[src/hdl/ledbc_pkg.sv]
// types and constants of the indicator led blink controller
// no dependencies
package ledbc_pkg;

   localparam int CSR_IDX_BITS  = 2;
   localparam int CSR_DATA_BITS = 16;

   localparam logic [CSR_IDX_BITS-1:0] CSR_STEADY_ON  = 2'd0;
   localparam logic [CSR_IDX_BITS-1:0] CSR_STEADY_OFF = 2'd1;
   localparam logic [CSR_IDX_BITS-1:0] CSR_LINK       = 2'd2;

   localparam logic [7:0] LED_HOST_MASK  = 8'hFE;
   localparam logic [7:0] LED_BOOT       = 8'h01;
   localparam logic [7:0] LED_SENT_RESET = 8'hFF;

   typedef struct packed {
      logic [7:0]  host_leds;
      logic        boot_done;
      logic        kbd_mounted;
      logic        flash_start;
      logic [15:0] flash_on_ms;
      logic [15:0] flash_off_ms;
      logic [7:0]  flash_count;
   } req_word_type;

   typedef struct packed {
      logic [7:0] led_bits;
      logic       board_led;
      logic       send_now;
   } rsp_word_type;

   // state that does not depend on the timer width
   typedef struct packed {
      logic [7:0] led_now;
      logic [7:0] last_sent;
      logic       booted;
      logic [7:0] blinks_left;
      logic       flash_phase_on;
   } ctl_state_type;

endpackage

[src/hdl/ledbc_if.sv]
// valid/ready channel interfaces for request and response words
// depends on ledbc_pkg
interface ledbc_req_if import ledbc_pkg::*; ();
   logic         valid;
   logic         ready;
   req_word_type data;

   modport source(output valid, output data, input ready);
   modport sink(input valid, input data, output ready);
endinterface

interface ledbc_rsp_if import ledbc_pkg::*; ();
   logic         valid;
   logic         ready;
   rsp_word_type data;

   modport source(output valid, output data, input ready);
   modport sink(input valid, input data, output ready);
endinterface

[src/hdl/ledbc_step.sv]
// one millisecond tick of the blink controller: next state and response word
// depends on ledbc_pkg
module ledbc_step import ledbc_pkg::*; #(
   parameter int TIME_BITS = 16
) (
   input  req_word_type         word,
   input  logic [15:0]          steady_on_ms,
   input  logic [15:0]          steady_off_ms,
   input  logic                 link_present,
   input  ctl_state_type        ctl_cur,
   input  logic [TIME_BITS-1:0] steady_left_cur,
   input  logic [TIME_BITS-1:0] flash_left_cur,
   input  logic [TIME_BITS-1:0] flash_on_len_cur,
   input  logic [TIME_BITS-1:0] flash_off_len_cur,
   output ctl_state_type        ctl_nxt,
   output logic [TIME_BITS-1:0] steady_left_nxt,
   output logic [TIME_BITS-1:0] flash_left_nxt,
   output logic [TIME_BITS-1:0] flash_on_len_nxt,
   output logic [TIME_BITS-1:0] flash_off_len_nxt,
   output rsp_word_type         rsp
);

   logic [TIME_BITS-1:0] st_on;
   logic [TIME_BITS-1:0] st_off;
   logic                 led_bit;
   logic                 blink_done;

   assign st_on  = TIME_BITS'(steady_on_ms);
   assign st_off = TIME_BITS'(steady_off_ms);

   always_comb begin
      ctl_nxt           = ctl_cur;
      flash_on_len_nxt  = flash_on_len_cur;
      flash_off_len_nxt = flash_off_len_cur;
      led_bit           = 1'b0;
      blink_done        = 1'b0;
      rsp.board_led     = 1'b1;
      rsp.send_now      = 1'b0;

      // countdowns saturate at zero
      steady_left_nxt = (steady_left_cur == '0) ? '0 : steady_left_cur - 1'b1;
      flash_left_nxt  = (flash_left_cur == '0) ? '0 : flash_left_cur - 1'b1;

      ctl_nxt.booted = ctl_cur.booted | word.boot_done;

      if (word.flash_start) begin
         if (word.flash_count == 8'd0) begin
            ctl_nxt.blinks_left = 8'd0;
         end else begin
            flash_on_len_nxt       = TIME_BITS'(word.flash_on_ms);
            flash_off_len_nxt      = TIME_BITS'(word.flash_off_ms);
            ctl_nxt.blinks_left    = word.flash_count;
            ctl_nxt.flash_phase_on = 1'b1;
            flash_left_nxt         = TIME_BITS'(word.flash_on_ms);
         end
      end

      if (!ctl_nxt.booted) begin
         ctl_nxt.led_now = LED_BOOT;
         if ((LED_BOOT != ctl_cur.last_sent) && link_present) begin
            ctl_nxt.last_sent = LED_BOOT;
            rsp.send_now      = 1'b1;
         end
      end else if (word.kbd_mounted) begin
         // one-shot pattern first
         if (ctl_nxt.blinks_left != 8'd0) begin
            if (flash_left_nxt == '0) begin
               if (ctl_nxt.flash_phase_on) begin
                  ctl_nxt.flash_phase_on = 1'b0;
                  flash_left_nxt         = flash_off_len_nxt;
               end else begin
                  ctl_nxt.blinks_left = ctl_nxt.blinks_left - 8'd1;
                  if (ctl_nxt.blinks_left != 8'd0) begin
                     ctl_nxt.flash_phase_on = 1'b1;
                     flash_left_nxt         = flash_on_len_nxt;
                  end
               end
            end
            if (ctl_nxt.blinks_left != 8'd0) begin
               led_bit    = ctl_nxt.flash_phase_on;
               blink_done = 1'b1;
            end else begin
               // pattern over: steady blink toggles at once
               steady_left_nxt = '0;
            end
         end
         if (!blink_done) begin
            if ((steady_on_ms == 16'd0) && (steady_off_ms == 16'd0)) begin
               led_bit = 1'b0;
            end else if (steady_left_nxt == '0) begin
               led_bit         = ~ctl_cur.led_now[0];
               steady_left_nxt = led_bit ? st_on : st_off;
            end else begin
               led_bit = ctl_cur.led_now[0];
            end
         end
         ctl_nxt.led_now = (word.host_leds & LED_HOST_MASK) | {7'd0, led_bit};
         rsp.board_led   = led_bit;
         if ((ctl_nxt.led_now != ctl_cur.last_sent) && link_present) begin
            ctl_nxt.last_sent = ctl_nxt.led_now;
            rsp.send_now      = 1'b1;
         end
      end

      rsp.led_bits = ctl_nxt.led_now;
   end

endmodule

[src/hdl/indicator_led_blink_controller.sv]
// Path: a word taken on req_ch goes into the input register, then the response register,
// from which it is offered on rsp_ch; one word per cycle sustained while rsp_ch is not stalled.
// The tick state feeds back through the combinational step, so words may arrive back to back.
// Reset (synchronous, active high) empties both registers, clears the csr
// registers and the blink state, and sets the last sent value to 0xFF.
// Top level of the indicator led blink controller; depends on ledbc_pkg, ledbc_if, ledbc_step
module indicator_led_blink_controller import ledbc_pkg::*; #(
   parameter int TIME_BITS = 16
) (
   input  logic                     clock,
   input  logic                     reset,
   ledbc_req_if.sink                req_ch,
   ledbc_rsp_if.source              rsp_ch,
   input  logic                     csr_we,
   input  logic [CSR_IDX_BITS-1:0]  csr_index,
   input  logic [CSR_DATA_BITS-1:0] csr_wdata
);

   logic [15:0]          steady_on_ff;
   logic [15:0]          steady_off_ff;
   logic                 link_ff;

   logic                 stage_valid_ff;
   req_word_type         stage_ff;
   logic                 rsp_valid_ff;
   rsp_word_type         rsp_ff;

   ctl_state_type        ctl_ff;
   ctl_state_type        ctl_in;
   logic [TIME_BITS-1:0] steady_left_ff;
   logic [TIME_BITS-1:0] steady_left_in;
   logic [TIME_BITS-1:0] flash_left_ff;
   logic [TIME_BITS-1:0] flash_left_in;
   logic [TIME_BITS-1:0] flash_on_len_ff;
   logic [TIME_BITS-1:0] flash_on_len_in;
   logic [TIME_BITS-1:0] flash_off_len_ff;
   logic [TIME_BITS-1:0] flash_off_len_in;
   rsp_word_type         rsp_in;

   logic                 advance;
   logic                 req_take;

   // staged word moves on when the response register is free or being drained
   assign advance  = stage_valid_ff & (~rsp_valid_ff | rsp_ch.ready);
   assign req_take = req_ch.valid & req_ch.ready;

   assign req_ch.ready = ~stage_valid_ff | advance;
   assign rsp_ch.valid = rsp_valid_ff;
   assign rsp_ch.data  = rsp_ff;

   always_ff @(posedge clock) begin
      if (reset) begin
         steady_on_ff  <= '0;
         steady_off_ff <= '0;
         link_ff       <= 1'b0;
      end else if (csr_we) begin
         case (csr_index)
            CSR_STEADY_ON:  steady_on_ff  <= csr_wdata;
            CSR_STEADY_OFF: steady_off_ff <= csr_wdata;
            CSR_LINK:       link_ff       <= csr_wdata[0];
            default: ;
         endcase
      end
   end

   ledbc_step #(
      .TIME_BITS(TIME_BITS)
   ) u_step (
      .word              (stage_ff),
      .steady_on_ms      (steady_on_ff),
      .steady_off_ms     (steady_off_ff),
      .link_present      (link_ff),
      .ctl_cur           (ctl_ff),
      .steady_left_cur   (steady_left_ff),
      .flash_left_cur    (flash_left_ff),
      .flash_on_len_cur  (flash_on_len_ff),
      .flash_off_len_cur (flash_off_len_ff),
      .ctl_nxt           (ctl_in),
      .steady_left_nxt   (steady_left_in),
      .flash_left_nxt    (flash_left_in),
      .flash_on_len_nxt  (flash_on_len_in),
      .flash_off_len_nxt (flash_off_len_in),
      .rsp               (rsp_in)
   );

   always_ff @(posedge clock) begin
      if (reset) begin
         stage_valid_ff <= 1'b0;
         rsp_valid_ff   <= 1'b0;
      end else begin
         if (req_ch.ready) begin
            stage_valid_ff <= req_take;
         end
         if (advance) begin
            rsp_valid_ff <= 1'b1;
         end else if (rsp_ch.ready) begin
            rsp_valid_ff <= 1'b0;
         end
      end
   end

   always_ff @(posedge clock) begin
      if (req_take) begin
         stage_ff <= req_ch.data;
      end
      if (advance) begin
         rsp_ff <= rsp_in;
      end
   end

   always_ff @(posedge clock) begin
      if (reset) begin
         ctl_ff.led_now        <= '0;
         ctl_ff.last_sent      <= LED_SENT_RESET;
         ctl_ff.booted         <= 1'b0;
         ctl_ff.blinks_left    <= '0;
         ctl_ff.flash_phase_on <= 1'b0;
         steady_left_ff        <= '0;
         flash_left_ff         <= '0;
         flash_on_len_ff       <= '0;
         flash_off_len_ff      <= '0;
      end else if (advance) begin
         ctl_ff           <= ctl_in;
         steady_left_ff   <= steady_left_in;
         flash_left_ff    <= flash_left_in;
         flash_on_len_ff  <= flash_on_len_in;
         flash_off_len_ff <= flash_off_len_in;
      end
   end

endmodule

[src/flat_wrapper.sv]
// flat-port wrapper written by rule: the top's interface ports become plain ports
module indicator_led_blink_controller_flat import ledbc_pkg::*;
#(
   parameter int TIME_BITS = 16
)
  (clock, reset, csr_we, csr_index, csr_wdata, req_ch_valid, req_ch_data, req_ch_ready, rsp_ch_valid, rsp_ch_data, rsp_ch_ready);
  ledbc_req_if req_ch_i ();
  ledbc_rsp_if rsp_ch_i ();
  input  logic clock;
  input  logic reset;
  input  logic csr_we;
  input  logic [CSR_IDX_BITS-1:0] csr_index;
  input  logic [CSR_DATA_BITS-1:0] csr_wdata;
  input wire logic [$bits(req_ch_i.valid)-1:0] req_ch_valid;
  input wire logic [$bits(req_ch_i.data)-1:0] req_ch_data;
  output wire logic [$bits(req_ch_i.ready)-1:0] req_ch_ready;
  output wire logic [$bits(rsp_ch_i.valid)-1:0] rsp_ch_valid;
  output wire logic [$bits(rsp_ch_i.data)-1:0] rsp_ch_data;
  input wire logic [$bits(rsp_ch_i.ready)-1:0] rsp_ch_ready;
  assign req_ch_i.valid = req_ch_valid;
  assign req_ch_i.data = req_ch_data;
  assign req_ch_ready = req_ch_i.ready;
  assign rsp_ch_valid = rsp_ch_i.valid;
  assign rsp_ch_data = rsp_ch_i.data;
  assign rsp_ch_i.ready = rsp_ch_ready;
  indicator_led_blink_controller #(.TIME_BITS(TIME_BITS)) u_core (.clock(clock), .reset(reset), .req_ch(req_ch_i), .rsp_ch(rsp_ch_i), .csr_we(csr_we), .csr_index(csr_index), .csr_wdata(csr_wdata));
endmodule
[config.mk]
export PLATFORM = sky130hd
export DESIGN_NAME = indicator_led_blink_controller_flat
export DESIGN_NICKNAME = d
export VERILOG_FILES = /design/src/hdl/ledbc_pkg.sv /design/src/hdl/ledbc_if.sv /design/src/hdl/ledbc_step.sv /design/src/hdl/indicator_led_blink_controller.sv /design/src/flat_wrapper.sv
export SDC_FILE = /design/constraint.sdc
export NUM_CORES = 1
export LEC_CHECK = 0
export BUFFER_PORTS_ARGS = -buffer_cell sky130_fd_sc_hd__buf_2
export CAP_MARGIN = 0
export CORE_MARGIN = 2
export CORE_UTILIZATION = 40
export DETAILED_ROUTE_END_ITERATION = 7
export SETUP_SLACK_MARGIN = 0.05
export SLEW_MARGIN = 0
export SYNTH_ARGS = -nofsm -noshare
export SYNTH_HDL_FRONTEND = slang
export SYNTH_HIERARCHICAL = 1
export SYNTH_SLANG_ARGS = --single-unit
[constraint.sdc]
create_clock -name clock -period 4 [get_ports clock]
set_input_delay 0.4 -clock clock [delete_from_list [all_inputs] [get_ports clock]]
set_output_delay 0.4 -clock clock [all_outputs]
set_load 0.01 [all_outputs]
==> reports/summary.txt, run 1 <==
Unrepaired setup endpoints after global routing - no
Type of the setup path with the least slack - register to register
Number of vias after detailed routing - 7963
Max-cap check violation count - 0
Critical path data required time - 4.35 ns
Run status - finished, final reports clean
Total congestion overflow - 0
Total iterations of the first detailed-routing run - 5
Hold_sp - req_ch_data[45]
Via count of the first global-routing pass - 7438
Placeable core region - 25300 um^2
Startpoint of the lowest-slack register-to-register path - u_core/steady_left_ff[0]$_SDFFE_PP0P_
End of the worst register-to-register path - u_core/ctl_ff[12]$_SDFFE_PP1P_
Gpl congestion - 0.874
Total Nets Final - 1260
Max Root-Sink Buffers - 2
Kind of end point of the critical path - register
# clock sinks - 185
DP Cell Count - 1491
Minimum setup slack among reg-to-reg paths - 0.37 ns
Number of H-tree levels - 4
Post-route clock period utilization - 90.7%
Final Hold Viols - 0
Storage element area - 4300 um^2
Post-layout worst setup margin - 0.370 ns
Cts-stage hold buffer count - 0
HPWL after DPL - 15.7 mm
Dpl ws - 0.460 ns
Mean instance size in the synthesized netlist - 9.05 um^2
Vias per std cell - 5.23
Share of final-layout standard cells stronger than drive strength 1 - 13.6%
Total routing usage reported by global routing - 17.7%
Die H - 164 um
Reg2reg path depth - 14
Final number of max-transition violations - 0
Max-slew headroom - 43.4%
Area growth from synthesis to final layout - 11.5%
Die X-Extent - 164 um
Tightest Hold Check Type - input port to register
Worst EP arrival - 3.98 ns
Final setup fails - 0
Non-filler instance count after layout - 1523
Number of DRC markers after the initial detailed-route iteration - 546
Cell at the root of the clock tree - clkbuf_16
TritonCTS buffer count - 17
Number of filler instances in the final layout - 2502
FMAX - 276 MHz
Total leakage power - 4.36 nW
Post-cts repair resize count - 0
Wire length after detailed routing - 24.0 mm
Synthesis warning total - 6
Worst-path fanout max - 7
Worst hold slack after final layout - 0.134 ns
PD cells - 456 nW/um^2
Multi-input logic area - 5530 um^2
Residual antenna-violating net count after detailed routing - 0
Crit path time final - 3.63 ns
Routed length per placed instance - 15.7 um
Clock latency on the worst-skew pair - 0.44 ns
Aggregate negative setup slack - 0 ns
Wire length of the first global-routing pass - 38.5 mm
Count of input and output buffers - 84
Area of the die - 27100 um^2
Mapped Area - 10300 um^2
Antenna violations before repair - 0
Post-CTS setup-driven buffer insertion count - 0
Clock tree from TritonCTS - done
Post-placement cell area - 10900 um^2
Category of the worst setup path launch point - register
Largest net degree at the start of global routing - 121
Worst hold path depth - 1
Final design instance area without fill - 11500 um^2
Count of pins on the block boundary - 86
Hold-critical path endpoint - u_core/stage_ff[45]$_DFFE_PP_
Highest ir drop seen on vdd - 0.239 mV
Reg clk slew, reported paths - 0.08 ns
Number of diodes added for antenna fixing - 0
Worst clock skew - 0.0160 ns
Transition time at the pin with the least slew margin - 0.849 ns
Effective utilization at floorplan - 40.8%
Net count after synthesis - 1218
Number of placement rows - 58
Remaining DRCs - 0
Cells after synthesis - 1138
power by group:
part           switching (mW)  total [mW]  internal [mW]
Clock                   0.840        1.75          0.912
Sequential              0.112        2.16           2.05
Combinational           0.759        1.32          0.560
final cells by class:
type | instances | area share [%]
multi-input cells | 860 | 48.1
flip-flops and latches | 185 | 37.5
repair buffers | 98 | 4.81
clock buffers | 19 | 4.14
well taps | 330 | 3.59
clock inverters | 13 | 1.27
inverters | 18 | 0.588
how the worst max path moves through the flow:
stage	startpoint	end	depth (start not counted)	slack, ns
after floorplan	u_core/stage_ff[40]$_DFFE_PP_	u_core/ctl_ff[15]$_SDFFE_PP1P_	15	0.50
after global placement	u_core/steady_left_ff[0]$_SDFFE_PP0P_	u_core/ctl_ff[12]$_SDFFE_PP1P_	14	0.49
after detailed placement	u_core/steady_left_ff[0]$_SDFFE_PP0P_	u_core/ctl_ff[13]$_SDFFE_PP1P_	14	0.46
after CTS	u_core/steady_left_ff[0]$_SDFFE_PP0P_	u_core/ctl_ff[12]$_SDFFE_PP1P_	14	0.41
after global routing	u_core/flash_left_ff[0]$_SDFFE_PP0P_	u_core/ctl_ff[12]$_SDFFE_PP1P_	14	0.06
final	u_core/steady_left_ff[0]$_SDFFE_PP0P_	u_core/ctl_ff[12]$_SDFFE_PP1P_	14	0.37
worst max-delay path: stages (launching register included):
cell and delay (ns):
dfxtp_1 0.36, inv_1 0.12, ha_1 0.23, or3b_2 0.55
nor3_1 0.21, xnor2_1 0.19, o2111ai_1 0.24, o2111a_1 0.32
nor3_2 0.18, o311a_2 0.26, xnor2_1 0.12, o21ai_4 0.32
mux2i_1 0.23, nor2_1 0.06, mux2i_1 0.16
placed cells by master, fill, tap and decap left out, types with 6 or more instances in the layout:
cell type and n:
nand2_2 10, xor2_1 10, mux2i_1 133, o22ai_1 15, nor2_1 51, nand4_1 8
buf_2 83, edfxtp_1 60, buf_4 13, nor4_1 32, dfxtp_1 125, a21oi_1 41
xnor2_1 19, or4_1 7, and2_1 7, nor3_1 21, ha_1 6, inv_1 18
o21ai_0 12, mux2_2 6, o211ai_1 18, nand2b_1 168, nor2b_1 6, clkbuf_16 19
nand3_1 9, nand2_1 197, a22o_1 14
state kept, by name, summed over array words and instances (netlist names):
signal and flops:
u_core/flash_on_len_ff 16, u_core/link_ff 1, u_core/flash_off_len_ff 16, u_core/rsp_ch.valid 1
u_core/stage_valid_ff 1, u_core/stage_ff 50, u_core/steady_on_ff 16, u_core/rsp_ch.data 10
u_core/steady_left_ff 16, u_core/steady_off_ff 16, u_core/flash_left_ff 16, u_core/ctl_ff 26
metal layers:
layer / up-vias / track usage [%] / share of wire, %
met5: - / 0 / 0
met4: 0 / 5.34 / 1.5
met3: 20 / 3.29 / 4.0
met2: 143 / 26.9 / 44
met1: 3764 / 25.6 / 50
li1: 4036 / - / -
metrics by stage:
step / utilization [%] / power (mW)
3_5_place_dp: 43.0 / 3.50
6_report: 45.5 / 5.23
2_1_floorplan: - / 3.21
4_1_cts: 45.5 / 5.27
3_3_place_gp: 43.0 / 3.49
5_1_grt: 45.5 / 5.52
No activity file was read; power rests on OpenSTA's default activity.
==> inputs of run 2 (changes only) <==
--- a/config.mk
+++ b/config.mk
@@ -8,8 +8,9 @@
 export BUFFER_PORTS_ARGS = -buffer_cell sky130_fd_sc_hd__buf_2
 export CAP_MARGIN = 0
 export CORE_MARGIN = 2
-export CORE_UTILIZATION = 40
+export CORE_UTILIZATION = 45
 export DETAILED_ROUTE_END_ITERATION = 7
+export RECOVER_POWER = 100
 export SETUP_SLACK_MARGIN = 0.05
 export SLEW_MARGIN = 0
 export SYNTH_ARGS = -nofsm -noshare
==> reports/summary.txt, run 2 (synthesis results as in run 1) <==
Gpl congestion - 0.838 (-4.1%)
Placeable core region - 22600 um^2 (-11%)
Comb pwr share - 25.1% (about the same)
Category of the worst setup path launch point - register
Antenna violations before repair - 0 (unchanged)
Final Hold Viols - 0 (unchanged)
Effective utilization at floorplan - 45.6% (+4.8 points)
Most frequent cell on the critical path - mux2i_1
Internal power - 3.53 mW (+0.10%)
Cell with the largest stage delay on the worst path - edfxtp_1
Tightest Hold Check Type - input port to register
Top library cells by usage in the layout, fill and taps aside - 197 x nand2_1, 168 x nand2b_1, 134 x mux2i_1, 125 x dfxtp_1, 71 x buf_2
Psw - 1.72 mW (+0.75%)
Worst EP arrival - 3.93 ns (-0.05 ns)
Area of the die - 24100 um^2 (-11%)
Final setup fails - 0 (unchanged)
Max Root-Sink Buffers - 2 (unchanged)
Area growth from synthesis to final layout - 10.9%
Clock share of power - 33.7% (+0.2 points)
Kind of end point of the critical path - register
Sequential power share - 41.2% (about the same)
Number of vias after detailed routing - 7924 (-0.49%)
Unrepaired setup endpoints after global routing - no
Total power - 5.25 mW (+0.31%)
Proportion of total power due to net switching - 32.8% (+0.14 points)
Count of input and output buffers - 84 (unchanged)
Slowest stage delay, CP - 0.54 ns (about the same)
Via count of the first global-routing pass - 7273 (-2.2%)
Cell at the root of the clock tree - clkbuf_16
Post-layout worst setup margin - 0.437 ns (+0.0665 ns)
Wire length of the first global-routing pass - 37.9 mm (-1.4%)
Clock latency on the worst-skew pair - 0.44 ns (about the same)
Remaining DRCs - 0 (unchanged)
Cts-stage hold buffer count - 0 (unchanged)
Clock tree from TritonCTS - done
Number of placement rows - 55 (-5.2%)
Total congestion overflow - 0 (unchanged)
Most flops, register - u_core/stage_ff
# clock sinks - 185 (unchanged)
Dominant delay contributor by cell family on the critical path - compound AO/OA/AOI/OAI gates
FMAX - 281 MHz (+1.9%)
Max-slew headroom - -31.0% (-74 points)
Total leakage power - 4.34 nW (-0.54%)
Storage element area - 4300 um^2 (unchanged)
Highest ir drop seen on vdd - 0.271 mV (+14%)
Vias per std cell - 5.33 (+2.0%)
Dpl ws - 0.391 ns (-0.0691 ns)
Count of pins on the block boundary - 86 (unchanged)
Largest net degree at the start of global routing - 120 (-0.83%)
Crit path time final - 3.56 ns (-0.0665 ns)
Number of H-tree levels - 4 (unchanged)
Aggregate negative setup slack - 0 ns (unchanged)
Worst clock skew - 0.0150 ns (-0.000996 ns)
Number of filler instances in the final layout - 2187 (-13%)
Wire length after detailed routing - 23.5 mm (-2.0%)
Largest register FFs - 50 (unchanged)
Most common cell after layout, fill and taps aside - nand2_1
Transition time at the pin with the least slew margin - 1.96 ns (+1.12 ns)
Number of diodes added for antenna fixing - 0 (unchanged)
Number of DRC markers after the initial detailed-route iteration - 442 (-19%)
PD cells - 460 nW/um^2 (+0.90%)
HPWL after DPL - 15.8 mm (+0.66%)
Type of the setup path with the least slack - register to register
CP Buf/Inv Count - 2 (+1)
Biggest registers after layout - u_core/stage_ff (50), u_core/ctl_ff (26)
Cells traversed along the worst timing path - clkbuf_4 -> mux2i_1 -> ha_1 -> inv_1 -> nor3_1 -> a2bb2oi_1 -> o32ai_1 -> a41oi_1 -> mux2i_1 -> o311a_2 -> xnor2_1 -> o21ai_4 -> mux2i_1 -> nor2_1 -> mux2i_1
Reg clk slew, reported paths - 0.08 ns (about the same)
Final number of max-transition violations - 205 (+205)
Total routing usage reported by global routing - 19.5% (+1.7 points)
Die H - 155 um (-5.6%)
Minimum setup slack among reg-to-reg paths - 0.44 ns (+0.07 ns)
Violations in the final reports - max-capacitance violations, max-slew violations
Total Nets Final - 1268 (+0.63%)
Share of final-layout standard cells stronger than drive strength 1 - 12.5% (-1.1 points)
Worst-path fanout max - 9 (+2)
Max-cap check violation count - 3 (+3)
Total iterations of the first detailed-routing run - 5 (unchanged)
Residual antenna-violating net count after detailed routing - 0 (unchanged)
Multi-input logic area - 5520 um^2 (-0.27%)
Routed length per placed instance - 15.8 um (+0.45%)
Critical path data required time - 4.37 ns (+0.02 ns)
Run status - finished, violations left
Die X-Extent - 155 um (-5.6%)
TritonCTS buffer count - 17 (unchanged)
Post-route clock period utilization - 89.1% (-1.7 points)
==> run 2: changes by cell type in the layout (fill, tap and decap cells not counted), moves of 2 or more <==
| cell | delta |
|---|---|
| clkbuf_16 | -2 |
| clkbuf_1 | +18 |
| buf_2 | -12 |
| clkbuf_2 | +3 |
==> run 2: final cells by class <==
type                            count  area share [%]
Clock buffer                       17            3.72
Clock inverter                     15            1.74
Inverter                           18           0.591
Multi-Input combinational cell    860            48.3
Sequential cell                   185            37.7
Tap cell                          285            3.12
Timing Repair Buffer              106            4.86
==> run 2: worst paths after layout <==
path | from | endpoint | cells past startpoint
max | u_core/stage_ff[40]$_DFFE_PP_ | u_core/ctl_ff[17]$_SDFFE_PP1P_ | 15
min | req_ch_data[13] | u_core/stage_ff[13]$_DFFE_PP_ | 1
max reg2reg | u_core/stage_ff[40]$_DFFE_PP_ | u_core/ctl_ff[17]$_SDFFE_PP1P_ | 15
min reg2reg | u_core/steady_off_ff[3]$_SDFFE_PP0P_ | u_core/steady_off_ff[3]$_SDFFE_PP0P_ | 2
==> run 2: through the flow <==
step           cells  instance area, um^2  utilization [%]  hold slack (ns)
5_1_grt         1486                11400             50.6            0.104
4_1_cts         1483                11500             50.8            0.112
3_5_place_dp    1451                10800             48.0            0.461
2_1_floorplan   1138                10300                -            0.447
3_3_place_gp    1451                10800             48.0            0.458
6_report        1486                11400             50.6            0.128
==> run 2: repair_timing <==
action,CTS,global route
resized for setup,0,1
hold endpoints to repair,0,0
buffers inserted,0,3
setup endpoints to repair,0,7
==> run 2: routing by layer <==
metal | global-route usage (%) | wire length (um) | vias to the layer above
met5 | 0 | 0 | -
li1 | - | - | 4050
met3 | 3.18 | 696 | 13
met1 | 29.1 | 12400 | 3750
met4 | 4.81 | 207 | 0
met2 | 29.2 | 10200 | 111
==> run 2: power groups by stage <==
stage / Sequential, mW / Clock [mW] / Combinational [mW]
2_1_floorplan: 2.17 / 0 / 1.04
3_3_place_gp: 2.20 / 0 / 1.29
3_5_place_dp: 2.20 / 0 / 1.30
4_1_cts: 2.16 / 1.82 / 1.31
5_1_grt: 2.18 / 1.89 / 1.46
6_report: 2.16 / 1.77 / 1.32
==> inputs of run 3 (changes only) <==
--- a/config.mk
+++ b/config.mk
@@ -7,10 +7,13 @@
 export LEC_CHECK = 0
 export BUFFER_PORTS_ARGS = -buffer_cell sky130_fd_sc_hd__buf_2
 export CAP_MARGIN = 0
+export CORE_ASPECT_RATIO = 0.9
 export CORE_MARGIN = 2
 export CORE_UTILIZATION = 45
 export DETAILED_ROUTE_END_ITERATION = 7
+export PLACE_DENSITY_LB_ADDON = 0.3
 export RECOVER_POWER = 100
+export REMOVE_ABC_BUFFERS = 1
 export SETUP_SLACK_MARGIN = 0.05
 export SLEW_MARGIN = 0
 export SYNTH_ARGS = -nofsm -noshare
==> reports/summary.txt, run 3 (synthesis results as in run 1) <==
Run status - finished, violations left
Violations in the final reports - max-capacitance violations, max-slew violations
Largest net degree at the start of global routing - 208 (+73%)
Total iterations of the first detailed-routing run - 5 (unchanged)
Reg clk slew, reported paths - 0.08 ns (about the same)
End of the worst register-to-register path - u_core/ctl_ff[12]$_SDFFE_PP1P_
PD cells - 452 nW/um^2 (-1.6%)
Most flops, register - u_core/stage_ff
Worst EP arrival - 4.06 ns (+0.13 ns)
Wire length of the first global-routing pass - 38.3 mm (+0.89%)
Most common cell after layout, fill and taps aside - nand2_1
DP Cell Count - 1462 (+0.76%)
Largest register FFs - 50 (unchanged)
Biggest registers after layout - u_core/stage_ff (50), u_core/ctl_ff (26)
Hold_sp - req_ch_data[26]
Total Nets Final - 1264 (-0.32%)
Die X-Extent - 163 um (+5.3%)
Number of DRC markers after the initial detailed-route iteration - 644 (+46%)
Placeable core region - 22500 um^2 (-0.27%)
Via count of the first global-routing pass - 7565 (+4.0%)
Dpl ws - 0.460 ns (+0.0696 ns)
Routed length per placed instance - 15.5 um (-2.2%)
Crit path time final - 3.71 ns (+0.144 ns)
Vias per std cell - 5.34 (+0.22%)
Post-layout worst setup margin - 0.293 ns (-0.144 ns)
Final design instance area without fill - 11400 um^2 (-0.36%)
Number of vias after detailed routing - 7984 (+0.76%)
Post-layout utilization of the core - 50.6% (about the same)
Critical path data required time - 4.35 ns (-0.02 ns)
Count of input and output buffers - 84 (unchanged)
Wire length after detailed routing - 23.1 mm (-1.7%)
Reg2reg path depth - 14 (-1)
Max-slew headroom - -53.8% (-23 points)
Non-filler instance count after layout - 1494 (+0.54%)
Hold-critical path endpoint - u_core/stage_ff[26]$_DFFE_PP_
Final number of max-transition violations - 42 (-80%)
Tightest Hold Check Type - input port to register
Category of the worst setup path launch point - register
Worst-path fanout max - 7 (-2)
Total leakage power - 4.32 nW (-0.40%)
Effective utilization at floorplan - 45.8% (+0.12 points)
Transition time at the pin with the least slew margin - 2.31 ns (+0.342 ns)
Worst clock skew - 0.0153 ns (+0.000252 ns)
Final setup fails - 0 (unchanged)
Minimum setup slack among reg-to-reg paths - 0.29 ns (-0.14 ns)
Total congestion overflow - 0 (unchanged)
Share of final-layout standard cells stronger than drive strength 1 - 12.4% (-0.13 points)
Type of the setup path with the least slack - register to register
Total power - 5.15 mW (-2.0%)
Final Hold Viols - 0 (unchanged)
Highest ir drop seen on vdd - 0.266 mV (-1.7%)
Die H - 148 um (-5.0%)
Worst hold path depth - 1 (unchanged)
# clock sinks - 185 (unchanged)
TritonCTS buffer count - 17 (unchanged)
Clock latency on the worst-skew pair - 0.44 ns (about the same)
Cts-stage hold buffer count - 0 (unchanged)
Top library cells by usage in the layout, fill and taps aside - 197 x nand2_1, 168 x nand2b_1, 134 x mux2i_1, 125 x dfxtp_1, 70 x buf_2
Max Root-Sink Buffers - 2 (unchanged)
Residual antenna-violating net count after detailed routing - 0 (unchanged)
Number of H-tree levels - 4 (unchanged)
Area of the die - 24100 um^2 (about the same)
Kind of end point of the critical path - register
Post-route clock period utilization - 92.7% (+3.6 points)
Clock tree from TritonCTS - done
Gpl congestion - 0.850 (+1.5%)
Area growth from synthesis to final layout - 10.5%
Max-cap check violation count - 2 (-1)
Count of pins on the block boundary - 86 (unchanged)
Cell at the root of the clock tree - clkbuf_16
Startpoint of the lowest-slack register-to-register path - u_core/steady_left_ff[0]$_SDFFE_PP0P_
HPWL after DPL - 15.5 mm (-1.9%)
Number of diodes added for antenna fixing - 0 (unchanged)
Total routing usage reported by global routing - 19.6% (+0.16 points)
Post-CTS setup-driven buffer insertion count - 0 (unchanged)
Unrepaired setup endpoints after global routing - no
Remaining DRCs - 0 (unchanged)
FMAX - 270 MHz (-3.9%)
Antenna violations before repair - 1 (+1)
Number of placement rows - 52 (-5.5%)
Post-placement cell area - 10800 um^2 (about the same)
-- run 3: cell count changes in the layout (fill, tap and decap cells not counted), sizes merged --
cell and delta:
clkinv -4, inv +1, clkinvlp +1, bufinv -1, clkbuf -3, buf +2
-- run 3: worst max path at each step --
stage,slack (ns),to,from,depth (start not counted)
finish,0.29,u_core/ctl_ff[12]$_SDFFE_PP1P_,u_core/steady_left_ff[0]$_SDFFE_PP0P_,14
global route,0.06,u_core/ctl_ff[15]$_SDFFE_PP1P_,u_core/steady_left_ff[0]$_SDFFE_PP0P_,14
CTS,0.36,u_core/ctl_ff[12]$_SDFFE_PP1P_,u_core/steady_left_ff[0]$_SDFFE_PP0P_,14
detailed placement,0.46,u_core/ctl_ff[13]$_SDFFE_PP1P_,u_core/steady_left_ff[0]$_SDFFE_PP0P_,14
global placement,0.52,u_core/ctl_ff[11]$_SDFFE_PP1P_,u_core/steady_left_ff[0]$_SDFFE_PP0P_,14
floorplan,-3.28,u_core/ctl_ff[0]$_SDFFE_PP0P_,u_core/rsp_ch.valid$_SDFFE_PP0P_,3
-- run 3: power by group --
part           internal [mW]  switching, mW  total, mW
logic                  0.560          0.751       1.31
registers               2.05          0.114       2.17
clock network          0.881          0.789       1.67
total                   3.49           1.65       5.15
-- run 3: layout make-up --
class,count,area [um^2]
fillers,2121,11100
multi-input cells,860,5500
flip-flops and latches,185,4300
repair buffers,102,549
clock buffers,20,468
well taps,297,372
clock inverters,12,119
inverters,18,67.6
-- run 3: timing repair --
item                                    CTS  global route
hold endpoints to repair                  0             0
resized for setup                         0             1
endpoints found under the setup margin    0             6
-- run 3: per-stage QoR --
stage          TNS (ns)  hold WS, ns
6_report              0        0.130
5_1_grt               0        0.114
4_1_cts               0        0.111
3_5_place_dp          0        0.463
3_3_place_gp          0        0.457
2_1_floorplan   -327.76        0.443
-- run 3: critical path, cell delays in order (launching register included) --
cell and delay, ns:
dfxtp_1 0.35, inv_1 0.11, ha_1 0.23, or3b_2 0.53, nor3_1 0.22, xnor2_1 0.21
o2111ai_1 0.21, o2111a_1 0.29, nor3_1 0.25, o311a_2 0.30, xnor2_1 0.13, o21ai_4 0.33
mux2i_1 0.23, nor2_1 0.06, mux2i_1 0.17
-- run 3: per-layer routing --
layer / vias to the layer above / part of all wire (%) / GRT usage, %
li1: 4047 / - / -
met1: 3752 / 51 / 29.3
met2: 161 / 44 / 29.4
met3: 22 / 4.3 / 4.01
met4: 2 / 0.88 / 3.90
met5: - / 0.039 / 0
